$ cat src/rtl/psd_pkg.sv
// Package with widths, types and constants shared by the point to segment distance block.
`default_nettype none
package psd_pkg;

  localparam int CW   = 16;           // coordinate width
  localparam int FB   = 16;           // fraction bits of the projection parameter
  localparam int DW   = CW + 1;       // coordinate difference width
  localparam int PW   = 2 * DW;       // product of two differences
  localparam int DOTW = PW + 1;       // dot product width, signed
  localparam int LENW = PW;           // squared length width, unsigned
  localparam int REMW = LENW + 1;     // divider remainder width
  localparam int QW   = FB + 1;       // projection parameter width, below 2.0
  localparam int MW   = DW + QW + 1;  // difference times parameter
  localparam int NW   = PW;           // squared distance width
  localparam int DIV_STAGES  = QW;
  localparam int SQRT_STAGES = DW;
  localparam int LATENCY = 3 + DIV_STAGES + 4 + SQRT_STAGES + 1;

  typedef enum logic [1:0] {
    ST_ON    = 2'd0,
    ST_OUT   = 2'd1,
    ST_DEGEN = 2'd2
  } status_t;

  typedef struct packed {
    status_t              status;
    logic signed [CW-1:0] qx;
    logic signed [CW-1:0] qy;
    logic signed [CW-1:0] sx;
    logic signed [CW-1:0] sy;
    logic signed [DW-1:0] ax;
    logic signed [DW-1:0] ay;
  } geo_t;

  typedef struct packed {
    status_t              status;
    logic signed [CW-1:0] cx;
    logic signed [CW-1:0] cy;
  } res_t;

endpackage
`default_nettype wire

$ cat src/rtl/psd_front.sv
// Front end: coordinate differences, products, dot product, squared length and classification.
`default_nettype none
module psd_front (
  input  wire logic                         clk,
  input  wire logic                         rst_n,
  input  wire logic                         in_valid,
  input  wire logic signed [psd_pkg::CW-1:0] qx,
  input  wire logic signed [psd_pkg::CW-1:0] qy,
  input  wire logic signed [psd_pkg::CW-1:0] sx,
  input  wire logic signed [psd_pkg::CW-1:0] sy,
  input  wire logic signed [psd_pkg::CW-1:0] ex,
  input  wire logic signed [psd_pkg::CW-1:0] ey,
  output logic                              out_valid,
  output psd_pkg::geo_t                     out_geo,
  output logic [psd_pkg::REMW-1:0]          out_rem,
  output logic [psd_pkg::LENW-1:0]          out_den
);
  import psd_pkg::*;

  logic                 v1_r, v2_r, v3_r;
  geo_t                 g1_r, g2_r, g3_r, g1_nxt, g3_nxt;
  logic signed [DW-1:0] wx_r, wy_r;
  logic signed [PW-1:0] pdx_r, pdy_r, plx_r, ply_r;
  logic signed [DOTW-1:0] dot;
  logic [LENW-1:0]      len2;
  logic [REMW-1:0]      rem_r;
  logic [LENW-1:0]      den_r;
  status_t              st;

  always_comb begin
    g1_nxt        = '0;
    g1_nxt.status = ST_ON;
    g1_nxt.qx     = qx;
    g1_nxt.qy     = qy;
    g1_nxt.sx     = sx;
    g1_nxt.sy     = sy;
    g1_nxt.ax     = DW'(ex) - DW'(sx);
    g1_nxt.ay     = DW'(ey) - DW'(sy);
  end

  assign dot  = DOTW'(pdx_r) + DOTW'(pdy_r);
  assign len2 = LENW'(plx_r) + LENW'(ply_r);

  always_comb begin
    if (len2 == '0) begin
      st = ST_DEGEN;
    end else if (dot[DOTW-1]) begin
      st = ST_OUT;
    end else if ({1'b0, dot[DOTW-2:0]} >= {len2, 1'b0}) begin
      st = ST_OUT;
    end else begin
      st = ST_ON;
    end
  end

  always_comb begin
    g3_nxt        = g2_r;
    g3_nxt.status = st;
  end

  always_ff @(posedge clk) begin
    if (!rst_n) begin
      v1_r <= 1'b0;
      v2_r <= 1'b0;
      v3_r <= 1'b0;
    end else begin
      v1_r <= in_valid;
      v2_r <= v1_r;
      v3_r <= v2_r;
    end
  end

  always_ff @(posedge clk) begin
    g1_r  <= g1_nxt;
    wx_r  <= DW'(qx) - DW'(sx);
    wy_r  <= DW'(qy) - DW'(sy);
    g2_r  <= g1_r;
    pdx_r <= wx_r * g1_r.ax;
    pdy_r <= wy_r * g1_r.ay;
    plx_r <= g1_r.ax * g1_r.ax;
    ply_r <= g1_r.ay * g1_r.ay;
    g3_r  <= g3_nxt;
    rem_r <= dot[REMW-1:0];
    den_r <= len2;
  end

  assign out_valid = v3_r;
  assign out_geo   = g3_r;
  assign out_rem   = rem_r;
  assign out_den   = den_r;
endmodule
`default_nettype wire

$ cat config.mk
export PLATFORM = sky130hd
export DESIGN_NAME = psd_front
export DESIGN_NICKNAME = d
export VERILOG_FILES = /design/src/rtl/psd_pkg.sv /design/src/rtl/psd_front.sv
export SDC_FILE = /design/constraint.sdc
export NUM_CORES = 2
export LEC_CHECK = 0
export BUFFER_PORTS_ARGS = -buffer_cell sky130_fd_sc_hd__buf_2
export CAP_MARGIN = 20
export CORE_MARGIN = 8
export CORE_UTILIZATION = 45
export CTS_CLUSTER_SIZE = 12
export DETAILED_ROUTE_END_ITERATION = 10
export PLACE_DENSITY = 0.58
export SLEW_MARGIN = 25
export SYNTH_ARGS = -nofsm -noshare
export SYNTH_HDL_FRONTEND = slang
export SYNTH_SLANG_ARGS = --single-unit
$ cat constraint.sdc
create_clock -name clk -period 8.5 [get_ports clk]
set_input_delay 0 -clock clk [delete_from_list [all_inputs] [get_ports clk]]
set_output_delay 0 -clock clk [all_outputs]
set_load 0.1 [all_outputs]
==> metrics.md <==
| Metric | Value |
|---|---|
| Status | finished clean |
| Area Growth Syn to Fin | 12.6% |
| Crit path top cell by count | fa_1 |
| DRT iter0 DRCs | 2,096 |
| DRT Wirelength | 137 mm |
| Synth warn | 0 |
| Num ports | 269 |
| First-pass GRT wire length | 228 mm |
| Cts bufs inserted | 66 |
| Vias in the first global route | 42,751 |
| Syn Nets | 7,706 |
| Nets | 8,116 |
| Fraction of registers with async set/reset | 0% |
| PortBufs | 268 |
| Core Rows | 132 |
| Share of cells above drive strength 1 | 7.38% |
| Sum Neg Setup Slack | 0 ps |
| Gr ovfl total | 0 |
| Synth cell count leaders | 1,407 x inv_1, 1,128 x fa_1, 534 x dfxtp_1 |
| Clock Tree Buf Depth | 3 |
| Most numerous cell in the Yosys netlist | inv_1 |
| Via count | 40,196 |
| Count of cell types in the netlist | 81 |
| Area fraction of the dominant cell type after synthesis | 38.6% |
| Req. time, crit path | 9080 ps |
| DRT antenna net count | 0 |
| Multi-input combinational cell area | 41,900 um^2 |
| H-tree levels | 3 |
| Slew Viols, Final | 0 |
| Hold Path Class | in -> reg |
| # Post-CTS Setup Buffers | 0 |
| Starting Density | 45.3% |
| Largest cells by area after synthesis | fa_1 39%, dfxtp_1 18%, ha_1 11%, inv_1 9.0%, and2_1 4.5% |
| Critical Path AT | 8110 ps |
| Fmax | 133 MHz |
| # diodes | 0 |
| DRC Markers | 0 |
| Largest net degree at the start of global routing | 40 |
| Reg clk slew, reported paths | 60 ps |
| Synthesized instance count | 5,968 |
| Wire per inst | 16.7 um |
| Crit Path Max Fanout | 18 |
| Routability Congestion | 0.866 |
| EDFF count, synth | 0 |
| Critical-path cell list | nand2_1 -> fa_1 -> inv_1 -> fa_1 -> fa_1 -> inv_1 -> fa_1 -> inv_1 -> fa_1 -> inv_1 -> fa_1 -> inv_1 -> ha_1 -> a21oi_1 -> nand2_1 -> o21ai_0 -> o31ai_1 -> a311oi_1 -> a211o_1 -> a31oi_1 -> a211o_1 -> a31o_2 -> a21oi_1 -> xnor2_1 |
| Biggest cell delay along the critical path | 870 ps |
| Post-DP Area | 61,800 um^2 |
| Syn Area/Cell | 9.80 um^2 |
| Top delay family on crit path | adder cells |
| Post-cts hold buffer count | 182 |
| DR vias/cell | 4.92 |
| # resized after CTS | 0 |
| Antenna violations before repair | 8 |
| Register area share after synthesis | 18.3% |
| Maxcap violations | 0 |
| Hold_ws | 44.1 ps |
| Post-DP HPWL | 110 mm |
| GRT Total Usage | 20.0% |
| Final standard cell area without fillers | 65,800 um^2 |
| CP endpoint kind | register |
| Root buffer cell | clkbuf_16 |
| Post-Syn Area | 58,500 um^2 |
| Post-layout min period | 7540 ps |
| Seq cells post-synth | 534 |
| CTS tree | built |
| Skew-Pair Late Insertion Delay | 670 ps |
| Commonest register cell after synthesis | dfxtp_1 |
| Worst-Margin Slew | 1060 ps |
| Storage cell area | 10,700 um^2 |
| Area leader, netlist | fa_1 |
| Die X | 376 um |
| Hold Violations, Final | 0 |
| WS Path Type | reg -> reg |
| Full die area | 142,000 um^2 |
| Layout fillers | 12,171 |
| First drt pass iteration count | 7 |
| Startpoint types | register |
| DIE HEIGHT | 376 um |
| Buf/Inv on CP | 5 |
| Worst Skew | 53.2 ps |
| Unrepaired setup endpoints after global routing | no |
| CP max-delay cell | dfxtp_1 |
| Setup violations, final | 0 |
| Core area | 129,000 um^2 |
| Clk sink count | 534 |
| Relative slew margins | 29.1% |
| Final period util | 88.7% |
## worst register-to-register path: stages, from the launching register on
cell      delay (ps)
dfxtp_1          870
nand2_1          210
fa_1             540
inv_1             60
fa_1             450
fa_1             550
inv_1             50
fa_1             530
inv_1             50
fa_1             470
inv_1             50
fa_1             470
inv_1             40
ha_1             340
a21oi_1          190
nand2_1           70
o21ai_0          400
o31ai_1          170
a311oi_1         650
a211o_1          280
a31oi_1          180
a211o_1          340
a31o_2           240
a21oi_1          160
xnor2_1          140
## path summary, 6_finish.rpt
| path | slack, ps | from | cells past startpoint | end |
|---|---|---|---|---|
| worst min register to register | 320 | g2_r[93]$_DFF_P_ | 0 | out_geo[93]$_DFF_P_ |
| worst min-delay path | 40 | qx[5] | 2 | g1_r[87]$_DFF_P_ |
| worst max-delay path | 960 | g1_r[20]$_DFF_P_ | 24 | plx_r[33]$_DFF_P_ |
| worst max register to register | 960 | g1_r[20]$_DFF_P_ | 24 | plx_r[33]$_DFF_P_ |
## layout by cell type, fill, tap and decap left out, types with 11 or more instances in the layout
cell type / instances
xor2_1: 49
nand2b_1: 44
xnor2_1: 191
dfxtp_1: 533
and3_1: 22
a211oi_1: 28
a21oi_1: 154
fa_1: 1128
nand2_1: 487
or3_1: 17
clkbuf_16: 68
a21o_1: 88
buf_2: 268
or2_2: 13
o21a_1: 16
nor4_1: 12
nor2b_1: 34
inv_1: 1407
clkbuf_8: 13
o21bai_1: 15
nand3_1: 52
o21ai_0: 109
ha_1: 511
nor2_1: 228
a31oi_1: 11
nand4_1: 18
buf_4: 55
a31o_2: 14
dlygate4sd3_1: 182
nor3_1: 44
a21boi_0: 21
a211o_1: 15
and2_1: 419
## registers in the layout (all words and copies together), names as in the netlist
signal and count:
g1_r 98, g2_r 96, out_den 34, out_geo 100
out_rem 35, out_valid 1, pdx_r 34, pdy_r 34
plx_r 33, ply_r 33, v1_r 1, v2_r 1
wx_r 17, wy_r 17
## stage by stage
step	worst slack [ps]	util, %	cells
global placement	1070	47.8	7870
floorplan	1820	-	5968
CTS	1000	51.0	8167
detailed placement	1020	47.8	7870
finish	964	51.0	8167
global route	399	51.0	8167
## area by class of cell
type	instances	share of cell area [%]
repair buffers	505	5.43
flip-flops and latches	534	16.2
multi-input cells	3863	63.6
well taps	1742	3.31
inverters	1408	8.03
clock buffers	90	2.91
clock inverters	25	0.486
## layer usage
layer / vias to the layer above / share of wire, % / global-route usage (%)
met5: - / 0 / 0
li1: 18857 / - / -
met3: 154 / 6.1 / 3.45
met1: 20287 / 46 / 28.6
met4: 0 / 1.9 / 4.74
met2: 898 / 46 / 31.7
## cell families after synthesis
logic type | share of synthesized area, %
buffers and inverters | 10.1
XOR/XNOR | 3.60
AND/OR/NAND/NOR | 12.0
adder cells (fa/ha/maj) | 49.6
AO/OA/AOI/OAI | 6.39
multiplexers | 0.0899
flip-flops | 18.3
Power is not shown: default switching activity piles up to over one toggle a cycle in this logic, so the estimate is an artifact.
