$ cat src/rtl/psd_pkg.sv
// Package with widths, types and constants shared by the point to segment distance block.
`default_nettype none
package psd_pkg;

  localparam int CW   = 16;           // coordinate width
  localparam int FB   = 16;           // fraction bits of the projection parameter
  localparam int DW   = CW + 1;       // coordinate difference width
  localparam int PW   = 2 * DW;       // product of two differences
  localparam int DOTW = PW + 1;       // dot product width, signed
  localparam int LENW = PW;           // squared length width, unsigned
  localparam int REMW = LENW + 1;     // divider remainder width
  localparam int QW   = FB + 1;       // projection parameter width, below 2.0
  localparam int MW   = DW + QW + 1;  // difference times parameter
  localparam int NW   = PW;           // squared distance width
  localparam int DIV_STAGES  = QW;
  localparam int SQRT_STAGES = DW;
  localparam int LATENCY = 3 + DIV_STAGES + 4 + SQRT_STAGES + 1;

  typedef enum logic [1:0] {
    ST_ON    = 2'd0,
    ST_OUT   = 2'd1,
    ST_DEGEN = 2'd2
  } status_t;

  typedef struct packed {
    status_t              status;
    logic signed [CW-1:0] qx;
    logic signed [CW-1:0] qy;
    logic signed [CW-1:0] sx;
    logic signed [CW-1:0] sy;
    logic signed [DW-1:0] ax;
    logic signed [DW-1:0] ay;
  } geo_t;

  typedef struct packed {
    status_t              status;
    logic signed [CW-1:0] cx;
    logic signed [CW-1:0] cy;
  } res_t;

endpackage
`default_nettype wire

$ cat src/rtl/psd_closest.sv
// Range check, closest point on the segment and squared distance to the query point.
`default_nettype none
module psd_closest (
  input  wire logic                     clk,
  input  wire logic                     rst_n,
  input  wire logic                     in_valid,
  input  wire psd_pkg::geo_t            in_geo,
  input  wire logic [psd_pkg::QW-1:0]   in_quo,
  output logic                          out_valid,
  output psd_pkg::res_t                 out_res,
  output logic [psd_pkg::NW-1:0]        out_n
);
  import psd_pkg::*;

  logic                 v1_r, v2_r, v3_r, v4_r;
  geo_t                 g1_r, g1_nxt;
  logic signed [MW-1:0] mx_r, my_r, sumx, sumy;
  res_t                 r2_r, r3_r, r4_r, r2_nxt;
  logic signed [DW-1:0] dx_r, dy_r;
  logic signed [PW-1:0] sqx_r, sqy_r;
  logic [NW-1:0]        n_r;
  status_t              st1;

  assign st1  = (in_geo.status == ST_ON && in_quo > QW'(1 << FB)) ? ST_OUT : in_geo.status;
  assign sumx = MW'(g1_r.sx) + (mx_r >>> FB);
  assign sumy = MW'(g1_r.sy) + (my_r >>> FB);

  always_comb begin
    g1_nxt        = in_geo;
    g1_nxt.status = st1;
  end

  always_comb begin
    r2_nxt.status = g1_r.status;
    r2_nxt.cx     = sumx[CW-1:0];
    r2_nxt.cy     = sumy[CW-1:0];
  end

  always_ff @(posedge clk) begin
    if (!rst_n) begin
      v1_r <= 1'b0;
      v2_r <= 1'b0;
      v3_r <= 1'b0;
      v4_r <= 1'b0;
    end else begin
      v1_r <= in_valid;
      v2_r <= v1_r;
      v3_r <= v2_r;
      v4_r <= v3_r;
    end
  end

  always_ff @(posedge clk) begin
    g1_r        <= g1_nxt;
    mx_r        <= in_geo.ax * $signed({1'b0, in_quo});
    my_r        <= in_geo.ay * $signed({1'b0, in_quo});
    r2_r        <= r2_nxt;
    dx_r        <= DW'(g1_r.qx) - DW'(r2_nxt.cx);
    dy_r        <= DW'(g1_r.qy) - DW'(r2_nxt.cy);
    r3_r        <= r2_r;
    sqx_r       <= dx_r * dx_r;
    sqy_r       <= dy_r * dy_r;
    r4_r        <= r3_r;
    n_r         <= NW'(sqx_r) + NW'(sqy_r);
  end

  assign out_valid = v4_r;
  assign out_res   = r4_r;
  assign out_n     = n_r;
endmodule
`default_nettype wire

$ cat config.mk
export PLATFORM = sky130hd
export DESIGN_NAME = psd_closest
export DESIGN_NICKNAME = d
export VERILOG_FILES = /design/src/rtl/psd_pkg.sv /design/src/rtl/psd_closest.sv
export SDC_FILE = /design/constraint.sdc
export NUM_CORES = 2
export LEC_CHECK = 0
export BUFFER_PORTS_ARGS = -buffer_cell sky130_fd_sc_hd__buf_4
export CAP_MARGIN = 5
export CORE_AREA = 2 2 287 289
export DETAILED_ROUTE_END_ITERATION = 6
export DIE_AREA = 0 0 289 291
export PLACE_DENSITY_LB_ADDON = 0.25
export SLEW_MARGIN = 20
export SYNTH_ARGS = -nofsm -noshare
export SYNTH_HDL_FRONTEND = slang
export SYNTH_SLANG_ARGS = --single-unit
$ cat constraint.sdc
create_clock -name clk -period 10.7 [get_ports clk]
set_input_delay 2.14 -clock clk [delete_from_list [all_inputs] [get_ports clk]]
set_output_delay 2.14 -clock clk [all_outputs]
set_load 0.005 [all_outputs]
==> results.sh <==
export IMPL_synth_yosys_seq_area_share_pct=14.0
export IMPL_ant_nets=0
export IMPL_ys_types=65
export IMPL_ctsHoldBuffers=0
export IMPL_path_cells="buf_4 -> nand2_1 -> fa_1 -> fa_1 -> fa_1 -> fa_1 -> inv_1 -> fa_1 -> inv_1 -> fa_1 -> inv_1 -> ha_1 -> a22o_1 -> nor4_1 -> a311oi_2 -> a21oi_1 -> o211ai_1 -> a221o_1 -> o21a_1 -> nor2_1 -> xnor2_1"
export IMPL_max_slew_margin_rel_pct=28.6
export IMPL_syn_area_sq_um=48200
export IMPL_grt_pass1_wl_mm=169
export IMPL_yosys_warnings=0
export IMPL_cp_slowest_cell="fa_1"
export IMPL_run_status="complete, no violations"
export IMPL_avgSynthCellArea_sq_um=9.57
export IMPL_place_hpwl_mm=81.0
export IMPL_drc_errors=0
export IMPL_clock_fmax_ghz=0.125
export IMPL_path_max_fanout=35
export IMPL_cts_clk_slew_worst_paths_ps=60
export IMPL_synth_net_count=6624
export IMPL_crit_arrival_ps=8510
export IMPL_fin_setup_tns_ps=0
export IMPL_drive_gt1_share_pct=5.76
export IMPL_synth_edff_count=0
export IMPL_core_sq_um=81200
export IMPL_cts_buffers=39
export IMPL_report_final_setup_viol=0
export IMPL_synth_ff_latch_count=338
export IMPL_cp_required_ps=11180
export IMPL_cp_start_kind="input pin"
export IMPL_wl_per_cell_um=16.0
export IMPL_syn_inst=5036
export IMPL_first_iter_violations=1550
export IMPL_die_h_um=291
export IMPL_layout_min_cycle_time_ps=8020
export IMPL_grt_max_degree=36
export IMPL_report_final_slew_viol_count=0
export IMPL_detail_route_first_pass_iterations=5
export IMPL_root_buffer="clkbuf_16"
export IMPL_cp_end_kind="flop"
export IMPL_gp_congestion=0.909
export IMPL_num_vias=32400
export IMPL_hp_class="flop to flop"
export IMPL_clock_sinks=338
export IMPL_grt_setup_unrepaired="no"
export IMPL_row_count=105
export IMPL_tightest_slew_ps=1070
export IMPL_post_cts_resize_count=0
export IMPL_die_area_sq_um=84100
export IMPL_insertion_delay_ps=570
export IMPL_max_stage_delay_ps=580
export IMPL_maxCapViolCount=0
export IMPL_synthToLayoutAreaGrowth_pct=7.38
export IMPL_synthFlopType="dfxtp_1"
export IMPL_grt_use_total_pct=25.0
export IMPL_ioPinCount=189
export IMPL_cts_setup_buffers=0
export IMPL_tritoncts="done"
export IMPL_clock_skew_ps=26.7
export IMPL_htree_num_levels=2
export IMPL_vias_per_cell=5.20
export IMPL_wl_mm=99.4
export IMPL_synthArstFlopShare_pct=0
export IMPL_timing_hold_violations_final=0
export IMPL_grt_pass1_vias=35900
export IMPL_clock_path_buffers=3
export IMPL_grt_overflow=0
export IMPL_numPortBuffers=188
export IMPL_antenna_found_initial=0
export IMPL_fin_nets=6719
export IMPL_critical_path_class="input pin to flop"
export IMPL_dieWidth_um=289
export IMPL_critPathMostFrequentCell="fa_1"
export IMPL_period_share_pct=75.0
export IMPL_initial_core_util_pct=59.4
export IMPL_antennaDiodeCount=0
## path summary, 6_finish.rpt
| kind | startpoint | endpoint | slack [ps] | depth (start not counted) |
|---|---|---|---|---|
| min reg2reg | r3_r[17]$_DFF_P_ | out_res[17]$_DFF_P_ | 320 | 0 |
| max reg2reg | dy_r[4]$_DFF_P_ | sqy_r[32]$_DFF_P_ | 3310 | 23 |
| min | r3_r[17]$_DFF_P_ | out_res[17]$_DFF_P_ | 320 | 0 |
| max | in_quo[10] | my_r[30]$_DFF_P_ | 2680 | 21 |
## final cells by class
type,count,area [sq um]
clock buffer,46,1060
timing repair buffer,197,1480
multi-input combinational,3254,36000
fill,6812,29400
tap,1070,1340
sequential,338,6770
clock inverter,21,210
inverter,1301,4880
## Yosys cell counts, types with 9 or more instances
library cell / n / share of area [%]
o21a_1: 23 / 0.36
dfxtp_1: 338 / 14
inv_1: 1300 / 10
a21o_1: 47 / 0.73
nand3_1: 19 / 0.20
nand4_1: 12 / 0.16
a21oi_1: 100 / 1.0
or3_1: 11 / 0.14
xor2_1: 39 / 0.71
o21ai_0: 50 / 0.52
xnor2_1: 161 / 2.9
and2_1: 412 / 5.3
a31o_2: 15 / 0.27
fa_1: 984 / 41
a211oi_1: 11 / 0.17
nor2_1: 168 / 1.3
and3_1: 18 / 0.23
nor3_1: 34 / 0.35
nor2b_1: 46 / 0.60
nand2b_1: 36 / 0.47
o21ai_1: 9 / 0.093
nand2_1: 452 / 3.5
clkbuf_1: 143 / 1.1
o21bai_1: 19 / 0.30
ha_1: 484 / 13
## flip-flops by register name (all words and copies together), names as in the netlist
signal / flops
g1_r: 66
out_n: 34
out_res: 34
r2_r: 34
r3_r: 34
sqx_r: 33
sqy_r: 33
dx_r: 17
dy_r: 17
mx_r: 16
my_r: 16
out_valid: 1
v1_r: 1
v2_r: 1
v3_r: 1
## cell usage in the layout, fill, tap and decap left out, types with 4 or more instances in the layout
| cell | n |
|---|---|
| a211o_1 | 5 |
| a211oi_1 | 11 |
| a21o_1 | 47 |
| a21oi_1 | 100 |
| a221o_1 | 5 |
| a31o_2 | 15 |
| a31oi_1 | 8 |
| a41oi_1 | 4 |
| and2_1 | 412 |
| and3_1 | 18 |
| and4_1 | 4 |
| buf_4 | 197 |
| clkbuf_16 | 40 |
| clkbuf_8 | 4 |
| clkinv_2 | 7 |
| dfxtp_1 | 338 |
| fa_1 | 984 |
| ha_1 | 484 |
| inv_1 | 1300 |
| inv_6 | 6 |
| nand2_1 | 452 |
| nand2b_1 | 36 |
| nand3_1 | 19 |
| nand4_1 | 12 |
| nor2_1 | 168 |
| nor2b_1 | 46 |
| nor3_1 | 34 |
| nor4_1 | 6 |
| o2111ai_1 | 4 |
| o211ai_1 | 7 |
| o21a_1 | 23 |
| o21ai_0 | 50 |
| o21ai_1 | 9 |
| o21bai_1 | 19 |
| or2_2 | 8 |
| or3_1 | 11 |
| xnor2_1 | 161 |
| xor2_1 | 39 |
## worst max-delay path, delay by kind of cell
family,cells,cell delay [ps]
xor gates and xnor gates,1,120
AOI/OAI and AO/OA,6,1640
adders and majority gates,7,3330
and+or+nand+nor,3,770
buffers and inverters,4,490
## stage by stage
step	utilization [%]	setup WS, ps	cell area, sq um	instances	hold WS (ps)
2_1_floorplan	-	2610	48200	5036	310
3_3_place_gp	62.2	2270	50500	6160	311
3_5_place_dp	62.2	2130	50500	6160	312
4_1_cts	63.7	2720	51700	6227	309
5_1_grt	63.7	2340	51700	6227	316
6_report	63.7	2680	51700	6227	317
## per-layer routing
layer / wire (um) / vias to the layer above / GRT usage (%) / part of all wire [%]
met3: 4180 / 192 / 2.79 / 4.2
met4: 2870 / 0 / 7.72 / 2.9
met2: 51300 / 686 / 44.5 / 52
met5: 0 / - / 0 / 0
met1: 41000 / 16400 / 31.8 / 41
li1: - / 15100 / - / -
## kinds of logic after synthesis
logic type	share of synthesized area, %
buffers and inverters	11.2
AOI/OAI and AO/OA	4.85
xor gates and xnor gates	3.63
muxes	0.0415
adders and majority gates	53.4
and+or+nand+nor	12.7
DFF	14.0
Power is left out: the tool's default activity adds up to more than one toggle a clock period on the data nets, which glitch-free logic cannot reach.
