$ cat src/rtl/psd_pkg.sv
// Package with widths, types and constants shared by the point to segment distance block.
`default_nettype none
package psd_pkg;

  localparam int CW   = 16;           // coordinate width
  localparam int FB   = 16;           // fraction bits of the projection parameter
  localparam int DW   = CW + 1;       // coordinate difference width
  localparam int PW   = 2 * DW;       // product of two differences
  localparam int DOTW = PW + 1;       // dot product width, signed
  localparam int LENW = PW;           // squared length width, unsigned
  localparam int REMW = LENW + 1;     // divider remainder width
  localparam int QW   = FB + 1;       // projection parameter width, below 2.0
  localparam int MW   = DW + QW + 1;  // difference times parameter
  localparam int NW   = PW;           // squared distance width
  localparam int DIV_STAGES  = QW;
  localparam int SQRT_STAGES = DW;
  localparam int LATENCY = 3 + DIV_STAGES + 4 + SQRT_STAGES + 1;

  typedef enum logic [1:0] {
    ST_ON    = 2'd0,
    ST_OUT   = 2'd1,
    ST_DEGEN = 2'd2
  } status_t;

  typedef struct packed {
    status_t              status;
    logic signed [CW-1:0] qx;
    logic signed [CW-1:0] qy;
    logic signed [CW-1:0] sx;
    logic signed [CW-1:0] sy;
    logic signed [DW-1:0] ax;
    logic signed [DW-1:0] ay;
  } geo_t;

  typedef struct packed {
    status_t              status;
    logic signed [CW-1:0] cx;
    logic signed [CW-1:0] cy;
  } res_t;

endpackage
`default_nettype wire

$ cat src/rtl/psd_div_step.sv
// One restoring division step that produces one bit of the projection parameter.
`default_nettype none
module psd_div_step (
  input  wire logic                        clk,
  input  wire logic                        rst_n,
  input  wire logic                        in_valid,
  input  wire psd_pkg::geo_t               in_geo,
  input  wire logic [psd_pkg::REMW-1:0]    in_rem,
  input  wire logic [psd_pkg::LENW-1:0]    in_den,
  input  wire logic [psd_pkg::QW-1:0]      in_quo,
  output logic                             out_valid,
  output psd_pkg::geo_t                    out_geo,
  output logic [psd_pkg::REMW-1:0]         out_rem,
  output logic [psd_pkg::LENW-1:0]         out_den,
  output logic [psd_pkg::QW-1:0]           out_quo
);
  import psd_pkg::*;

  logic            ge;
  logic [REMW-1:0] r_nxt;
  logic            v_r;
  geo_t            g_r;
  logic [REMW-1:0] rem_r;
  logic [LENW-1:0] den_r;
  logic [QW-1:0]   quo_r;

  assign ge    = in_rem >= {1'b0, in_den};
  assign r_nxt = ge ? (in_rem - {1'b0, in_den}) : in_rem;

  always_ff @(posedge clk) begin
    if (!rst_n) begin
      v_r <= 1'b0;
    end else begin
      v_r <= in_valid;
    end
  end

  always_ff @(posedge clk) begin
    g_r   <= in_geo;
    rem_r <= {r_nxt[REMW-2:0], 1'b0};
    den_r <= in_den;
    quo_r <= {in_quo[QW-2:0], ge};
  end

  assign out_valid = v_r;
  assign out_geo   = g_r;
  assign out_rem   = rem_r;
  assign out_den   = den_r;
  assign out_quo   = quo_r;
endmodule
`default_nettype wire

$ cat config.mk
export PLATFORM = sky130hd
export DESIGN_NAME = psd_div_step
export DESIGN_NICKNAME = d
export VERILOG_FILES = /design/src/rtl/psd_pkg.sv /design/src/rtl/psd_div_step.sv
export SDC_FILE = /design/constraint.sdc
export NUM_CORES = 1
export LEC_CHECK = 0
export BUFFER_PORTS_ARGS = -buffer_cell sky130_fd_sc_hd__clkbuf_2
export CAP_MARGIN = 10
export CORE_MARGIN = 4
export CORE_UTILIZATION = 25
export CTS_CLUSTER_DIAMETER = 30
export DETAILED_ROUTE_END_ITERATION = 7
export SLEW_MARGIN = 40
export SYNTH_ARGS = -nofsm -noshare
export SYNTH_HDL_FRONTEND = slang
export SYNTH_SLANG_ARGS = --single-unit
$ cat constraint.sdc
create_clock -name clk -period 4.45 [get_ports clk]
set_clock_uncertainty 0.15 [all_clocks]
set_input_delay 0.6675 -clock clk [delete_from_list [all_inputs] [get_ports clk]]
set_output_delay 0.6675 -clock clk [all_outputs]
set_load 0.05 [all_outputs]
==> metrics.md, run 1 <==
| Metric | Value |
|---|---|
| Status | `finished, final reports clean` |
| Worst rel slew slack | `65.15%` |
| Cell row count | `56` |
| RD Place Congestion | `0.8041` |
| Final worst-path cycle share | `73.72%` |
| TritonRoute pass-1 iters | `4` |
| Critical path origin | `in_rem[0]` |
| EDFF count, synth | `0` |
| GRT Util Overall | `15.24%` |
| Design area | `8894 um^2` |
| Routed vias/inst | `4.203` |
| Die footprint | `between 20000 and 30000 um^2` |
| CP most frequent cell | `inv_1` |
| Overflow after GRT | `0` |
| Vias in the first global route | `5456` |
| Via count | `5346` |
| Sequential fraction of the synthesis area | `60.91%` |
| Detailed placer's ending HPWL | `18020 um` |
| DP Area | `~8300 um^2` |
| Crit Path Max Fanout | `4` |
| Mean post-synth cell area | `10.76 um^2` |
| Drt drc | `0` |
| Hold buffer count at CTS | `0` |
| Multi-input logic area | `2115 um^2` |
| WS Path Type | `primary input to register` |
| Syn Inst Count | `approximately 570` |
| Worst-margin pin slew | `517.3 ps` |
| IO Count | `around 380` |
| Crit path cell chain | `clkbuf_2, inv_1, ha_1, inv_1, fa_1, a21oi_1, o211ai_1, a211oi_2, o22ai_1, o2111ai_1, a41oi_1, or3_1, a31o_1` |
| CTS Root Cell | `clkbuf_16` |
| Hold Fails Final Rpt | `0` |
| Asr flop ratio synth | `0%` |
| Final net count | `1164` |
| RSZ-0062 raised after global routing | `false` |
| Main flop type after synthesis | `dfxtp_1` |
| Routed WL per cell | `17.11 um` |
| Initial antenna violation count | `2` |
| Fillcell total | `between 2k and 2.5k` |
| Post-CTS Setup Inserts | `0` |
| Synth warnings | `0` |
| Clock Sinks | `between 150 and 200` |
| Minimum clock period | `between 3000 and 4000 ps` |
| Setup total negative slack | `0 ps` |
| Setup ws final | `1169 ps` |
| Max Cap Violations | `0` |
| CP Capture Type | `register` |
| Largest net degree at the start of global routing | `41` |
| Synthesized flop and latch total | `~190` |
| Startpoint Class | `primary input` |
| Cell area power density | `502.7 nW/um^2` |
| Fmax achieved | `about 0.30 GHz` |
| CP peak stage delay | `400 ps` |
| Slew Limit Fails | `0` |
| Die extent in x | `164.4 um` |
| First-pass GRT wire length | `30950 um` |
| Pleak | `4.481 nW` |
| Register area | `3724 um^2` |
| Initial drt markers | `245` |
| Netlist cell types | `57` |
| CTS tree | `built` |
| Worst hold path type | `primary input to register` |
| Post-cts resize count | `0` |
| Routed Wire Length | `21760 um` |
| Number of H-tree levels | `4` |
| Placeable Area | `23750 um^2` |
| Ant diodes | `0` |
| Setup WS pre-CTS | `718.9 ps` |
| CP max-delay cell | `fa_1` |
| Layout cells sized above 1 | `43.86%` |
| Worst path required time | `4620 ps` |
| Synth-to-layout area growth | `45.48%` |
| Clk pin slew, worst setup/hold paths | `90 ps` |
| Nets in the synthesized netlist | `792` |
| Die height | `164.4 um` |
| TritonCTS buffer count | `17` |
| Peak supply drop | `0.0002204 V` |
| Post-Syn Area | `6113 um^2` |
| Pwr Total | `4.471 mW` |
| Final design utilization | `37.44%` |
| HP Start | `in_quo[6]` |
| Port Buffer Count | `around 370` |
| Max clock buf depth | `2` |
| CP arrival | `3450 ps` |
| Antenna-violating nets left | `0` |
| Setup violators final | `0` |
| Starting Density | `roughly 26%` |
==> synthesized netlist by cell type (all sizes together) (5+ instances only) <==
cell    count  area (um^2)
dfxtp     186         3724
xor2       13        113.9
o211ai      5        42.54
clkbuf     12        48.79
ha         34        425.4
nor2       22        82.58
inv        42        157.7
xnor2      16        140.1
o21ai      48        240.2
nand4       9        56.30
nand3       7        35.03
nor3        6        30.03
a21oi      34        177.7
a21o       11        82.58
and2        5        31.28
buf        10        76.32
nand2      52        195.2
==> routing by layer <==
layer / track usage (%) / wire (um) / part of all wire (%) / vias up
met2: 28.39 / 11350 / 52 / 218
met5: 0 / 36 / 0.17 / -
met4: 4.764 / 418 / 1.9 / 4
met3: 5.241 / 1895 / 8.7 / 23
li1: - / - / - / 2679
met1: 16.11 / 8052 / 37 / 2422
==> state kept, by name (all words and copies together), names as in the netlist <==
name / flops
out_valid: 1
out_quo: 17
out_rem: 34
out_geo: 100
out_den: 34
==> cell families after synthesis <==
group / share of synthesized area [%]
flops: 60.91
compound gates: 13.41
simple gates: 8.821
buf+inv: 4.625
fa+ha+maj: 7.286
xor+xnor: 4.155
mux: 0.7367
other cells: 0.06134
==> worst max-delay path: cells and delay by family <==
kind / cells / cell delay [ps]
AOI/OAI and AO/OA: 7 / 1700
adders and majority gates: 2 / 560
buffers and inverters: 3 / 200
and+or+nand+nor: 1 / 330
==> cell type report <==
| type | count | share of cell area, % |
|---|---|---|
| sequential | 186 | 41.87 |
| multi-input combinational | 318 | 23.78 |
| timing repair buffer | 375 | 21.30 |
| clock buffer | 18 | 4.826 |
| tap | 319 | 4.488 |
| clock inverter | 14 | 1.970 |
| inverter | 42 | 1.773 |
==> final timing paths <==
| check | end | slack (ps) | depth (start not counted) |
|---|---|---|---|
| hold / removal | out_quo[7]$_DFF_P_ | 180 | 1 |
| setup / recovery | out_rem[33]$_DFF_P_ | 1170 | 13 |
==> placed cells by master, fill, tap and decap left out, drive strengths merged, types with 5 or more instances in the layout <==
master,Yosys,final
a21o,11,11
inv,42,49
xnor2,16,16
and2,5,5
o211ai,5,5
xor2,13,13
nand4,9,9
dfxtp,186,186
nand2,52,52
clkinv,0,7
o21ai,48,48
clkbuf,12,391
nand3,7,7
ha,34,34
nor2,22,22
nor3,6,6
a21oi,34,34
==> stage by stage <==
| step | hold WS, ps | cells |
|---|---|---|
| 2_1_floorplan | 545.2 | 568 |
| 3_5_place_dp | 621.4 | 1240 |
| 4_1_cts | 158.8 | 1272 |
| 6_report | 180.6 | 1272 |
| 3_3_place_gp | 620.1 | 1240 |
| 5_1_grt | 151.2 | 1272 |
==> power breakdown <==
part	switching (mW)	internal [mW]	leakage, nW	total (mW)
clock	0.770	0.765	0.292	1.54
sequential	0.0352	1.80	1.57	1.84
combinational	0.808	0.289	2.62	1.10
Note: power is estimated with default switching activity, not from simulation.
==> run 2: changes to the inputs <==
==> constraint.sdc (replaced) <==
create_clock -name clk -period 3.4 [get_ports clk]
set_clock_uncertainty 0.15 [all_clocks]
set_input_delay 0.51 -clock clk [delete_from_list [all_inputs] [get_ports clk]]
set_output_delay 0.51 -clock clk [all_outputs]
set_load 0.05 [all_outputs]
==> run 2 against run 1 <==
Hold slack got worse by 160 ps. Sequential power rose by 31%. Combinational power rose by 34%. Die area did not move. Critical path type unchanged. Highest routed layer unchanged.
==> metrics.md, run 2 (same netlist as run 1, synthesis figures left out) <==
| Metric | Value |
|---|---|
| Status | `finished, final reports clean` |
| Fmax achieved | `0.3507 GHz` |
| CTS Root Cell | `clkbuf_16` |
| Met3 WL post-DR | `2015 um` |
| Clock Sinks | `roughly 190` |
| Startpoint Class | `primary input` |
| Port Buffer Count | `roughly 370` |
| Cell row count | `56` |
| Fillcell total | `approximately 2.4k` |
| Worst hold path type | `primary input to register` |
| Initial antenna violation count | `3` |
| Ant diodes | `0` |
| Starting Density | `25.74%` |
| Setup WS pre-CTS | `102.7 ps` |
| Layout cells sized above 1 | `between 40 and 50%` |
| Crit path max-delay family | `compound AO/OA/AOI/OAI gates` |
| GRT Util Overall | `15.32%` |
| Synth-to-layout area growth | `49.61%` |
| Max clock buf depth | `2` |
| CP max-delay cell | `fa_1` |
| Slew Limit Fails | `0` |
| Routed Wire Length | `21940 um` |
| Setup ws final | `between 500 and 600 ps` |
| Fin Hold WS | `24.95 ps` |
| Crit Path Max Fanout | `2` |
| Placeable Area | `23750 um^2` |
| Non-Filler Instances | `1300` |
| Antenna-violating nets left | `0` |
| HP Start | `in_geo[78]` |
| Setup violators final | `0` |
| Final design utilization | `38.51%` |
| Commonest non-fill, non-tap cell in the layout | `clkbuf_2` |
| Max Cap Violations | `0` |
| Met1 WL | `8074 um` |
| RD Place Congestion | `0.8252` |
| Worst path required time | `3570 ps` |
| Vias in the first global route | `5459` |
| Routed wl met2 | `11440 um` |
| Post-CTS Setup Inserts | `0` |
| Setup total negative slack | `0 ps` |
| Die extent in x | `164.4 um` |
| TritonCTS buffer count | `17` |
| IO Count | `around 380` |
| Cell area power density | `642.9 nW/um^2` |
| Clk pin slew, worst setup/hold paths | `80 ps` |
| Peak supply drop | `0.0002853 V` |
| Via count | `approximately 5.4k` |
| Routed WL per cell | `approximately 17 um` |
| Pwr Total | `5.880 mW` |
| Hold Fails Final Rpt | `0` |
| Drt drc | `0` |
| Register area | `3724 um^2` |
| DP Area | `between 8000 and 9000 um^2` |
| # placed instances | `1249` |
| CP arrival | `slightly above 3000 ps` |
| Final worst-path cycle share | `83.86%` |
| Critical path origin | `in_rem[0]` |
| Post-cts resize count | `0` |
| RSZ-0062 raised after global routing | `false` |
| CP Capture Type | `register` |
| Detailed placer's ending HPWL | `between 15000 and 20000 um` |
| Max FFs per register | `100` |
| Overflow after GRT | `0` |
| WS Path Type | `primary input to register` |
| Minimum clock period | `2851 ps` |
| TritonRoute pass-1 iters | `4` |
| Number of H-tree levels | `4` |
| Crit path buffers/inverters | `3` |
| Largest net degree at the start of global routing | `32` |
| Die footprint | `27020 um^2` |
| CP most frequent cell | `inv_1` |
| Top Layer Used | `met5` |
| Design area | `9146 um^2` |
| Die height | `164.4 um` |
| Initial drt markers | `197` |
| Crit path cell chain | `clkbuf_2, inv_1, ha_1, inv_1, fa_1, a21oi_1, o211ai_1, a211oi_2, o22ai_1, o2111ai_1, a41oi_1, or3_1, a31o_1` |
| Most frequent cells in the layout | `373 x clkbuf_2, 186 x dfxtp_1, 52 x nand2_1` |
| Routed vias/inst | `4.158` |
| CP peak stage delay | `400 ps` |
| Pleak | `between 4 and 5 nW` |
| First-pass GRT wire length | `31010 um` |
| CTS tree | `built` |
| Multi-input logic area | `between 2000 and 2500 um^2` |
| Final net count | `~1.2k` |
[run 2: changes by cell type in the layout (fill, tap and decap cells not counted)]
cell	previous run	this run
buf_4	1	10
clkinv_8	6	5
dlygate4sd3_1	0	19
inv_8	3	4
[run 2: final cells by class]
class | instances | area share [%]
clock buffers | 18 | 4.692
well taps | 319 | 4.364
multi-input cells | 318 | 23.12
flip-flops and latches | 186 | 40.71
clock inverters | 14 | 1.860
inverters | 42 | 1.724
repair buffers | 403 | 23.53
[run 2: worst paths after layout]
kind / end / slack, ps / cells past startpoint
setup / recovery: out_rem[33]$_DFF_P_ / 550 / 13
hold / removal: out_geo[78]$_DFF_P_ / 20 / 1
[run 2: what timing repair did]
item / CTS / global route
endpoints found under the hold margin: 13 / 6
hold buffers: 13 / 6
endpoints found under the setup margin: 0 / 0
[run 2: power by group]
part	total, mW	internal (mW)	switching (mW)
combinational	1.47	0.403	1.06
sequential	2.41	2.36	0.0453
clock	2.01	1.00	1.01
total	5.88	3.76	2.12
[run 2: layer usage]
layer	vias up	GRT usage [%]
met5	-	0
met4	6	4.423
met3	24	5.890
met2	205	28.72
met1	2446	15.81
li1	2724	-
