File: src/rtl/psd_pkg.sv
// Package with widths, types and constants shared by the point to segment distance block.
`default_nettype none
package psd_pkg;

  localparam int CW   = 16;           // coordinate width
  localparam int FB   = 16;           // fraction bits of the projection parameter
  localparam int DW   = CW + 1;       // coordinate difference width
  localparam int PW   = 2 * DW;       // product of two differences
  localparam int DOTW = PW + 1;       // dot product width, signed
  localparam int LENW = PW;           // squared length width, unsigned
  localparam int REMW = LENW + 1;     // divider remainder width
  localparam int QW   = FB + 1;       // projection parameter width, below 2.0
  localparam int MW   = DW + QW + 1;  // difference times parameter
  localparam int NW   = PW;           // squared distance width
  localparam int DIV_STAGES  = QW;
  localparam int SQRT_STAGES = DW;
  localparam int LATENCY = 3 + DIV_STAGES + 4 + SQRT_STAGES + 1;

  typedef enum logic [1:0] {
    ST_ON    = 2'd0,
    ST_OUT   = 2'd1,
    ST_DEGEN = 2'd2
  } status_t;

  typedef struct packed {
    status_t              status;
    logic signed [CW-1:0] qx;
    logic signed [CW-1:0] qy;
    logic signed [CW-1:0] sx;
    logic signed [CW-1:0] sy;
    logic signed [DW-1:0] ax;
    logic signed [DW-1:0] ay;
  } geo_t;

  typedef struct packed {
    status_t              status;
    logic signed [CW-1:0] cx;
    logic signed [CW-1:0] cy;
  } res_t;

endpackage
`default_nettype wire

File: src/rtl/psd_sqrt_step.sv
// One digit step of the integer square root of the squared distance.
`default_nettype none
module psd_sqrt_step (
  input  wire logic                   clk,
  input  wire logic                   rst_n,
  input  wire logic                   in_valid,
  input  wire psd_pkg::res_t          in_res,
  input  wire logic [psd_pkg::NW-1:0] in_n,
  input  wire logic [psd_pkg::NW-1:0] in_root,
  input  wire logic [psd_pkg::NW-1:0] step_bit,
  output logic                        out_valid,
  output psd_pkg::res_t               out_res,
  output logic [psd_pkg::NW-1:0]      out_n,
  output logic [psd_pkg::NW-1:0]      out_root
);
  import psd_pkg::*;

  logic [NW:0]   trial;
  logic          ge;
  logic          v_r;
  res_t          res_r;
  logic [NW-1:0] n_r, root_r;

  assign trial = {1'b0, in_root} + {1'b0, step_bit};
  assign ge    = {1'b0, in_n} >= trial;

  always_ff @(posedge clk) begin
    if (!rst_n) begin
      v_r <= 1'b0;
    end else begin
      v_r <= in_valid;
    end
  end

  always_ff @(posedge clk) begin
    res_r  <= in_res;
    n_r    <= ge ? (in_n - trial[NW-1:0]) : in_n;
    root_r <= ge ? ((in_root >> 1) + step_bit) : (in_root >> 1);
  end

  assign out_valid = v_r;
  assign out_res   = res_r;
  assign out_n     = n_r;
  assign out_root  = root_r;
endmodule
`default_nettype wire

File: config.mk
export PLATFORM = sky130hd
export DESIGN_NAME = psd_sqrt_step
export DESIGN_NICKNAME = d
export VERILOG_FILES = /design/src/rtl/psd_pkg.sv /design/src/rtl/psd_sqrt_step.sv
export SDC_FILE = /design/constraint.sdc
export NUM_CORES = 1
export LEC_CHECK = 0
export BUFFER_PORTS_ARGS = -buffer_cell sky130_fd_sc_hd__buf_2
export CORE_MARGIN = 2
export CORE_UTILIZATION = 45
export DETAILED_ROUTE_END_ITERATION = 7
export PLACE_DENSITY = 0.71
export SLEW_MARGIN = 20
export SYNTH_ARGS = -nofsm -noshare
export SYNTH_HDL_FRONTEND = slang
export SYNTH_SLANG_ARGS = --single-unit
File: constraint.sdc
create_clock -name clk -period 15.1 [get_ports clk]
set_input_delay 1.51 -clock clk [delete_from_list [all_inputs] [get_ports clk]]
set_output_delay 1.51 -clock clk [all_outputs]
set_load 0.01 [all_outputs]
==> results of run 1 <==
-- stage by stage --
stage | total power [W] | setup WS [ns]
3_3_place_gp | 0.000886 | 7.80
3_5_place_dp | 0.000892 | 7.76
5_1_grt | 0.00121 | 7.51
4_1_cts | 0.00114 | 8.11
2_1_floorplan | 0.000742 | 9.02
6_report | 0.00113 | 8.10
-- kinds of logic (layout without fill, tap and decap cells) --
group                    after synthesis  count (layout)
AND/OR/NAND/NOR                      180             180
flip-flops                           103             103
buffers and inverters                 40             289
other                                  0               1
adder cells (fa/ha/maj)              104             104
multiplexers                          67              67
XOR/XNOR                              78              78
AO/OA/AOI/OAI                        294             294
-- cell type report --
| type | instances | area (um^2) | area share [%] |
|---|---|---|---|
| multi-input combinational | 723 | 5760 | 59.1 |
| antenna | 1 | 2.50 | 0.0257 |
| clock inverter | 6 | 55.1 | 0.565 |
| sequential | 103 | 2060 | 21.2 |
| clock buffer | 10 | 239 | 2.45 |
| tap | 225 | 282 | 2.89 |
| timing repair buffer | 245 | 1240 | 12.7 |
| inverter | 28 | 105 | 1.08 |
-- power by group through the flow --
stage / Sequential, W / Combinational (W) / Clock (W)
after floorplan: 0.000369 / 0.000373 / 0
after global placement: 0.000344 / 0.000543 / 0
after detailed placement: 0.000343 / 0.000548 / 0
after CTS: 0.000338 / 0.000553 / 0.000248
after global routing: 0.000342 / 0.000609 / 0.000256
final: 0.000337 / 0.000552 / 0.000241
-- path summary, 6_finish.rpt --
path | to | slack, ns | depth (start not counted)
setup / recovery | out_n[16] | 8.10 | 24
hold / removal | out_res[26] | 1.25 | 1
-- routing by layer --
metal  GRT usage [%]  wire, um
met5               0         0
met4            6.13       277
met1            28.8      9660
met2            37.0      9830
met3            2.54      1260
-- synthesized netlist by cell type (all sizes together), types with 5 or more instances --
cell,instances,area share (%)
nand3,18,1.1
o21bai,14,1.3
a21oi,91,5.9
xor2,29,3.2
ha,101,16
nand2b,13,1.0
o31ai,11,1.0
inv,28,1.3
xnor2,49,5.4
and3,15,1.2
nor2b,11,0.86
a211oi,6,0.56
o21ai,41,2.6
a31oi,14,1.3
mux2,63,10
dfxtp,103,26
nand2,32,1.5
o21a,21,2.0
nor3,10,0.62
nand4,10,0.78
or2,5,0.39
buf,9,0.98
a21o,57,5.3
nor2,43,2.0
and2,5,0.39
-- state kept, by name, indices dropped and copies added, names as in the netlist --
| name | count |
|---|---|
| out_res | 34 |
| out_root | 34 |
| out_n | 34 |
| out_valid | 1 |
==> metrics.csv, run 1 <==
metric,value,unit
worstSetupStartpointType,input port,
place.gp.congestion,0.886,
final_common_cell,buf_2,
final_nets,1353,
fin_util,56.1,%
setup_viol,0,
finalCritPeriodShare,46.4,%
clockBufferDepth,2,
yosys.area_share.simple,11.6,%
avgSynthCellArea,9.26,um^2
stdcell_area,9750,um^2
internal-power,0.000704,W
status,finished clean,
cap_violations,0,
synthXorXnorAreaFrac,8.52,%
cts_buffers,9,
synth_compound_area_share,24.5,%
synth_fa_ha_area_share,16.5,%
syn_inst,866,
wl,21000,um
drc,0,
finalSetupTns,0,ns
critPathSlowestCell,nor2_4,
crit_chain,"buf_2, ha_1, inv_1, fa_1, nor2b_1, o31a_1, nor3_1, o21ai_1, a21oi_1, o21bai_1, a21oi_1, xor2_1, ha_1, and3_1, and3_1, and2_1, a311o_1, a21oi_4, o221ai_2, a31oi_4, o221a_4, nor2_4, buf_4, mux2_2",
grt_start_max_net_pins,27,
async_flop_share,0,%
post_drt_wl_per_cell,15.7,um
antenna_found_initial,1,
cp.arrival,7.24,ns
core-area,17400,um^2
dp_hpwl,17200,um
worst-path-buf-inv,3,
power.net_switching,0.000427,W
cts_resized,0,
drv_slew,0,
std_cell_rows,48,
firstDrtPassIters,4,
io_buffers,241,
drt-initial-drc-count,425,
final_cells,1341,
post_dp_cell_area,9450,um^2
pin_count,242,
via_count,7369,
via_per_inst,5.50,
critPathRequiredTime,15.34,ns
yosysWarnings,0,
fmax,143,MHz
fill_cells,1601,
rsz0062_at_grt,no,
synthMuxAreaShare,10.8,%
clk_pin_slew_worst_paths,0.08,ns
htree_num_levels,3,
clock-root-buffer,clkbuf_16,
swShare,37.8,%
holdCritPathClass,input port to flop,
worstMarginPinSlew,0.689,ns
cp_max_fo,26,
die_h,137,um
cts_setup_buffers,0,
drive_gt1_share,30.3,%
synth_top_family_by_area,compound AO/OA/AOI/OAI gates,
cp_slowest_stage_delay,0.56,ns
peakVddDrop,0.0647,mV
slew_headroom,54.0,%
cts.sinks,103,
ys_seq_elements,103,
netlist_area,8020,um^2
grt_pass1_wl,32700,um
start_util,46.2,%
p_comb_share,48.9,%
dieArea,18900,um^2
synth_ff_type,dfxtp_1,
place_inst,1324,
synth_nets,1109,
seq_power_share,29.8,%
hold_slack,1.25,ns
syn_to_final_growth,21.6,%
synth-seq-area-share,25.7,%
grt_pass1_vias,6724,
pwr-share-clk,21.3,%
finalHoldViolations,0,
synth.distinct_cells,65,
antenna_left,0,
grt_overflow,0,
cts_tree,done,
crit_type,input port to flop,
cp_top_family,compound AO/OA/AOI/OAI gates,
endpoint_kind,flop,
cts_hold_buf,0,
min_period,7.00,ns
track_usage,21.7,%
startpoint,step_bit[0],
synth_edf_count,0,
p_leak,4.81,nW
die_w,137,um
power_density,116,nW/um^2
final_cell_mix,"buf_2, dfxtp_1, ha_1",
holdCritStartpoint,in_res[26],
Note: power is estimated with default switching activity, not from simulation.
==> inputs of run 2 (changes only) <==
--- a/config.mk
+++ b/config.mk
@@ -9,7 +9,7 @@
 export CORE_MARGIN = 2
 export CORE_UTILIZATION = 45
 export DETAILED_ROUTE_END_ITERATION = 7
-export PLACE_DENSITY = 0.71
+export PLACE_DENSITY = 0.74
 export SLEW_MARGIN = 20
 export SYNTH_ARGS = -nofsm -noshare
 export SYNTH_HDL_FRONTEND = slang
==> constraint.sdc (replaced) <==
create_clock -name clk -period 6.3 [get_ports clk]
set_input_delay 0.63 -clock clk [delete_from_list [all_inputs] [get_ports clk]]
set_output_delay 0.63 -clock clk [all_outputs]
set_load 0.01 [all_outputs]
==> run 2 against run 1 <==
Core utilization about the same. Critical path type unchanged. Highest routed layer is now met5. Critical endpoint is now out_n[20]. Clock power up 140%. Sequential cell count unchanged. Largest power group unchanged.
==> metrics.csv, run 2 (synthesis results as in run 1) <==
metric,value,unit,change
grt_pass1_wl,32900,um,was 32700 um
crit_type,input port to flop,,unchanged
fmax,177,MHz,
place.gp.congestion,0.905,,was 0.886
htree_num_levels,3,,unchanged
dp_hpwl,17100,um,was 17200 um
place_inst,1323,,was 1324
worst_hold_path.endpoint,out_res[31],,was out_res[26]
cap_violations,0,,unchanged
p_leak,4.81,nW,about the same
status,finished clean,,unchanged
firstDrtPassIters,5,,was 4
finalCritPeriodShare,89.4,%,
drc,0,,unchanged
pre_cts_ws,0.416,ns,was 7.76 ns
worstHoldPathCells,1,,unchanged
grt_pass1_vias,6928,,was 6724
start_util,46.2,%,unchanged
antenna_left,0,,unchanged
track_usage,21.9,%,was 21.7%
grt_start_max_net_pins,43,,was 27
final_nets,1352,,was 1353
cts_setup_buffers,0,,unchanged
cts_tree,done,,unchanged
n_antenna_cell,0,,was 1
antenna_found_initial,1,,unchanged
setup_viol,0,,unchanged
holdCritStartpoint,in_res[31],,was in_res[26]
clk_pin_slew_worst_paths,0.08,ns,about the same
grt_overflow,0,,unchanged
wl,21000,um,about the same
via_per_inst,5.44,,was 5.50
fin_ws,0.665,ns,was 8.10 ns
die_w,137,um,unchanged
via_count,7284,,was 7369
rsz0062_at_grt,no,,unchanged
post_drt_wl_per_cell,15.7,um,about the same
drt-initial-drc-count,326,,was 425
critPathRequiredTime,6.54,ns,was 15.34 ns
die_h,137,um,unchanged
drive_gt1_share,30.3,%,about the same
final_cell_mix,"buf_2, dfxtp_1, ha_1",,unchanged
cts.sinks,103,,unchanged
endpoint_kind,flop,,unchanged
core-area,17400,um^2,unchanged
holdCritPathClass,input port to flop,,unchanged
cts_hold_buf,0,,unchanged
min_period,5.63,ns,
io_buffers,241,,unchanged
syn_to_final_growth,21.6,%,about the same
final_common_cell,buf_2,,unchanged
power_density,278,nW/um^2,was 116 nW/um^2
final_cells,1339,,was 1341
dieArea,18900,um^2,unchanged
drv_slew,0,,unchanged
std_cell_rows,48,,unchanged
pin_count,242,,unchanged
worstSetupStartpointType,input port,,unchanged
cp.arrival,5.88,ns,was 7.24 ns
fin_util,56.2,%,was 56.1%
peakVddDrop,0.150,mV,was 0.0647 mV
cts_buffers,9,,unchanged
cp_max_fo,25,,was 26
clockBufferDepth,2,,unchanged
clock-root-buffer,clkbuf_16,,unchanged
slew_headroom,35.3,%,was 54.0%
finalHoldViolations,0,,unchanged
finalSetupTns,0,ns,unchanged
worstMarginPinSlew,0.958,ns,was 0.689 ns
cts_resized,0,,unchanged
run 2: final cells by class:
type / instances / area, um^2
Clock buffer: 10 / 239
Clock inverter: 6 / 57.6
Fill cell: 1626 / 7610
Inverter: 28 / 105
Multi-Input combinational cell: 723 / 5760
Sequential cell: 103 / 2060
Tap cell: 225 / 282
Timing Repair Buffer: 244 / 1240
run 2: metal layers:
layer / wire length [um] / GRT usage (%)
met5: 13 / 0
met4: 458 / 7.56
met3: 1240 / 3.50
met2: 9680 / 37.5
met1: 9630 / 27.9
run 2: how the worst max path moves through the flow:
stage,slack [ns],from,cells past startpoint,end
floorplan,1.10,in_root[10],20,out_root[16]
global placement,0.44,in_root[10],22,out_n[15]
detailed placement,0.42,in_root[10],22,out_n[20]
CTS,0.77,in_root[10],22,out_n[20]
global route,0.25,in_root[11],22,out_n[20]
finish,0.67,in_root[10],22,out_n[20]
run 2: metrics by stage:
stage	cell area (um^2)	hold WS [ns]	power [W]
6_report	9750	0.369	0.00271
5_1_grt	9750	0.349	0.00290
4_1_cts	9750	0.356	0.00272
3_5_place_dp	9450	0.734	0.00214
3_3_place_gp	9450	0.733	0.00212
2_1_floorplan	8020	0.658	0.00178
run 2: critical path, cell delays in order:
cell	delay [ns]
buf_2	0.12
ha_1	0.37
nand3_1	0.13
nor2_1	0.28
nand3_1	0.16
a211oi_1	0.49
nor2_1	0.13
a31oi_1	0.20
nor3_1	0.07
or2_2	0.27
ha_1	0.39
and3_1	0.25
and3_1	0.18
and2_1	0.12
a311o_1	0.24
a21oi_4	0.10
o221ai_2	0.34
a31oi_4	0.14
o221a_4	0.31
nor2_4	0.14
buf_4	0.40
mux2_2	0.39
run 2: report_power, final:
part	leakage [nW]	switching, W	internal [W]	total, W
Combinational	3.79	0.000700	0.000626	0.00133
Sequential	0.869	0.0000341	0.000774	0.000808
Clock	0.148	0.000282	0.000291	0.000574
Total	4.81	0.00102	0.00169	0.00271
==> inputs of run 3 (changes only) <==
--- a/config.mk
+++ b/config.mk
@@ -10,6 +10,7 @@
 export CORE_UTILIZATION = 45
 export DETAILED_ROUTE_END_ITERATION = 7
 export PLACE_DENSITY = 0.74
+export RECOVER_POWER = 100
 export SLEW_MARGIN = 20
 export SYNTH_ARGS = -nofsm -noshare
 export SYNTH_HDL_FRONTEND = slang
==> run 3 against run 2 <==
Critical path depth is the same. Sequential share of layout area grew 0.53 points. Routed wire length is essentially flat. Count of clock-buffer cells in the layout unchanged. Final cell count unchanged. Via count about the same. Fmax is 2.3% lower. Hold slack hardly changed.
==> metrics.csv, run 3 (synthesis results as in run 1) <==
metric,value,unit,change
status,finished clean,,unchanged
final_nets,1352,,unchanged
drt-initial-drc-count,351,,was 326
final_common_cell,buf_2,,unchanged
via_count,7280,,was 7284
post_dp_cell_area,9450,um^2,unchanged
antenna_left,0,,unchanged
place.gp.congestion,0.905,,unchanged
p_total,0.00263,W,was 0.00271 W
grt_overflow,0,,unchanged
min_period,5.77,ns,was 5.63 ns
worstSetupStartpointType,input port,,unchanged
grt_pass1_wl,32900,um,unchanged
fill_cells,1702,,was 1626
seq_power_share,30.9,%,was 29.8%
cts_buffers,9,,unchanged
pin_count,242,,unchanged
pwr-share-clk,21.7,%,was 21.2%
cts.sinks,103,,unchanged
core-area,17400,um^2,unchanged
fmax,173,MHz,was 177 MHz
setup_viol,0,,unchanged
io_buffers,241,,unchanged
track_usage,21.9,%,unchanged
drv_slew,0,,unchanged
std_cell_rows,48,,unchanged
cts_resized,0,,unchanged
final_cell_mix,"buf_2, clkbuf_1, dfxtp_1",,"was buf_2, dfxtp_1, ha_1"
cp.arrival,6.01,ns,was 5.88 ns
p_comb_share,47.4,%,was 49.0%
htree_num_levels,3,,unchanged
syn_to_final_growth,18.7,%,was 21.6%
internal-power,0.00162,W,was 0.00169 W
finalCritPeriodShare,91.5,%,was 89.4%
stdcell_area,9510,um^2,was 9750 um^2
n_antenna_cell,0,,unchanged
wl,21000,um,about the same
holdCritPathClass,input port to flop,,unchanged
cts_setup_buffers,0,,unchanged
worstMarginPinSlew,0.966,ns,was 0.958 ns
post_drt_wl_per_cell,15.7,um,about the same
via_per_inst,5.44,,about the same
drive_gt1_share,18.7,%,was 30.3%
pre_cts_ws,0.416,ns,unchanged
finalHoldViolations,0,,unchanged
cp_max_fo,25,,unchanged
fin_ws,0.535,ns,was 0.665 ns
clk_pin_slew_worst_paths,0.08,ns,about the same
power_density,277,nW/um^2,was 278 nW/um^2
power.net_switching,0.00101,W,was 0.00102 W
clock-root-buffer,clkbuf_16,,unchanged
dieArea,18900,um^2,unchanged
antenna_found_initial,1,,unchanged
clockBufferDepth,2,,unchanged
cap_violations,0,,unchanged
rsz0062_at_grt,no,,unchanged
register_area,2060,um^2,unchanged
die_w,137,um,unchanged
cts_hold_buf,0,,unchanged
peakVddDrop,0.146,mV,was 0.150 mV
drc,0,,unchanged
endpoint_kind,flop,,unchanged
p_leak,4.44,nW,was 4.81 nW
slew_headroom,34.8,%,was 35.3%
crit_type,input port to flop,,unchanged
die_h,137,um,unchanged
grt_pass1_vias,6928,,unchanged
finalSetupTns,0,ns,unchanged
swShare,38.3,%,was 37.6%
firstDrtPassIters,5,,unchanged
multi_input_area,5660,um^2,was 5760 um^2
grt_start_max_net_pins,43,,unchanged
cts_tree,done,,unchanged
start_util,46.2,%,unchanged
dp_hpwl,17100,um,unchanged
critPathRequiredTime,6.55,ns,was 6.54 ns
## run 3: worst max-delay path, stage by stage
cell      delay [ns]
clkbuf_1        0.11
ha_1            0.38
nand3_1         0.13
nor2_1          0.27
nand3_1         0.16
a211oi_1        0.49
nor2_1          0.13
a31oi_1         0.20
nor3_1          0.07
or2_2           0.27
ha_1            0.36
and3_1          0.22
o21a_1          0.18
a311o_1         0.32
a311o_1         0.33
a21oi_1         0.28
o221ai_2        0.23
a31oi_4         0.18
o221a_1         0.32
nor2_4          0.08
buf_4           0.26
mux2_1          0.36
## run 3: metrics by stage
stage                     hold slack [ns]  util (%)  instances
after global routing                0.349      54.8       1339
after CTS                           0.356      56.2       1339
after global placement              0.733      54.5       1323
after detailed placement            0.734      54.5       1323
final                               0.369      54.8       1339
after floorplan                     0.658         -        866
## run 3: final cells by class
class                      instances  area share [%]
inverter                          28            1.10
tap                              225            2.96
sequential                       103            21.7
timing repair buffer             244            11.7
clock inverter                     6           0.605
multi-input combinational        723            59.5
clock buffer                      10            2.51
## run 3: path summary, 6_finish.rpt
| path | slack, ns | endpoint | start | cells after the start |
|---|---|---|---|---|
| min | 0.37 | out_res[31] | in_res[31] | 1 |
| max | 0.53 | out_root[14] | in_root[11] | 22 |
## run 3: metal layers
| layer | track usage, % | vias to the layer above | part of all wire [%] |
|---|---|---|---|
| li1 | - | 3740 | - |
| met1 | 27.9 | 3291 | 46 |
| met2 | 37.5 | 217 | 46 |
| met3 | 3.50 | 30 | 6.1 |
| met4 | 7.56 | 2 | 2.2 |
| met5 | 0 | - | 0.067 |
## run 3: power groups by stage
stage                     clock network [W]  logic [W]  registers [W]
after floorplan                           0   0.000893       0.000886
after detailed placement                  0    0.00132       0.000822
after global routing               0.000617    0.00138       0.000824
after global placement                    0    0.00130       0.000824
after CTS                          0.000588    0.00132       0.000808
final                              0.000571    0.00125       0.000812
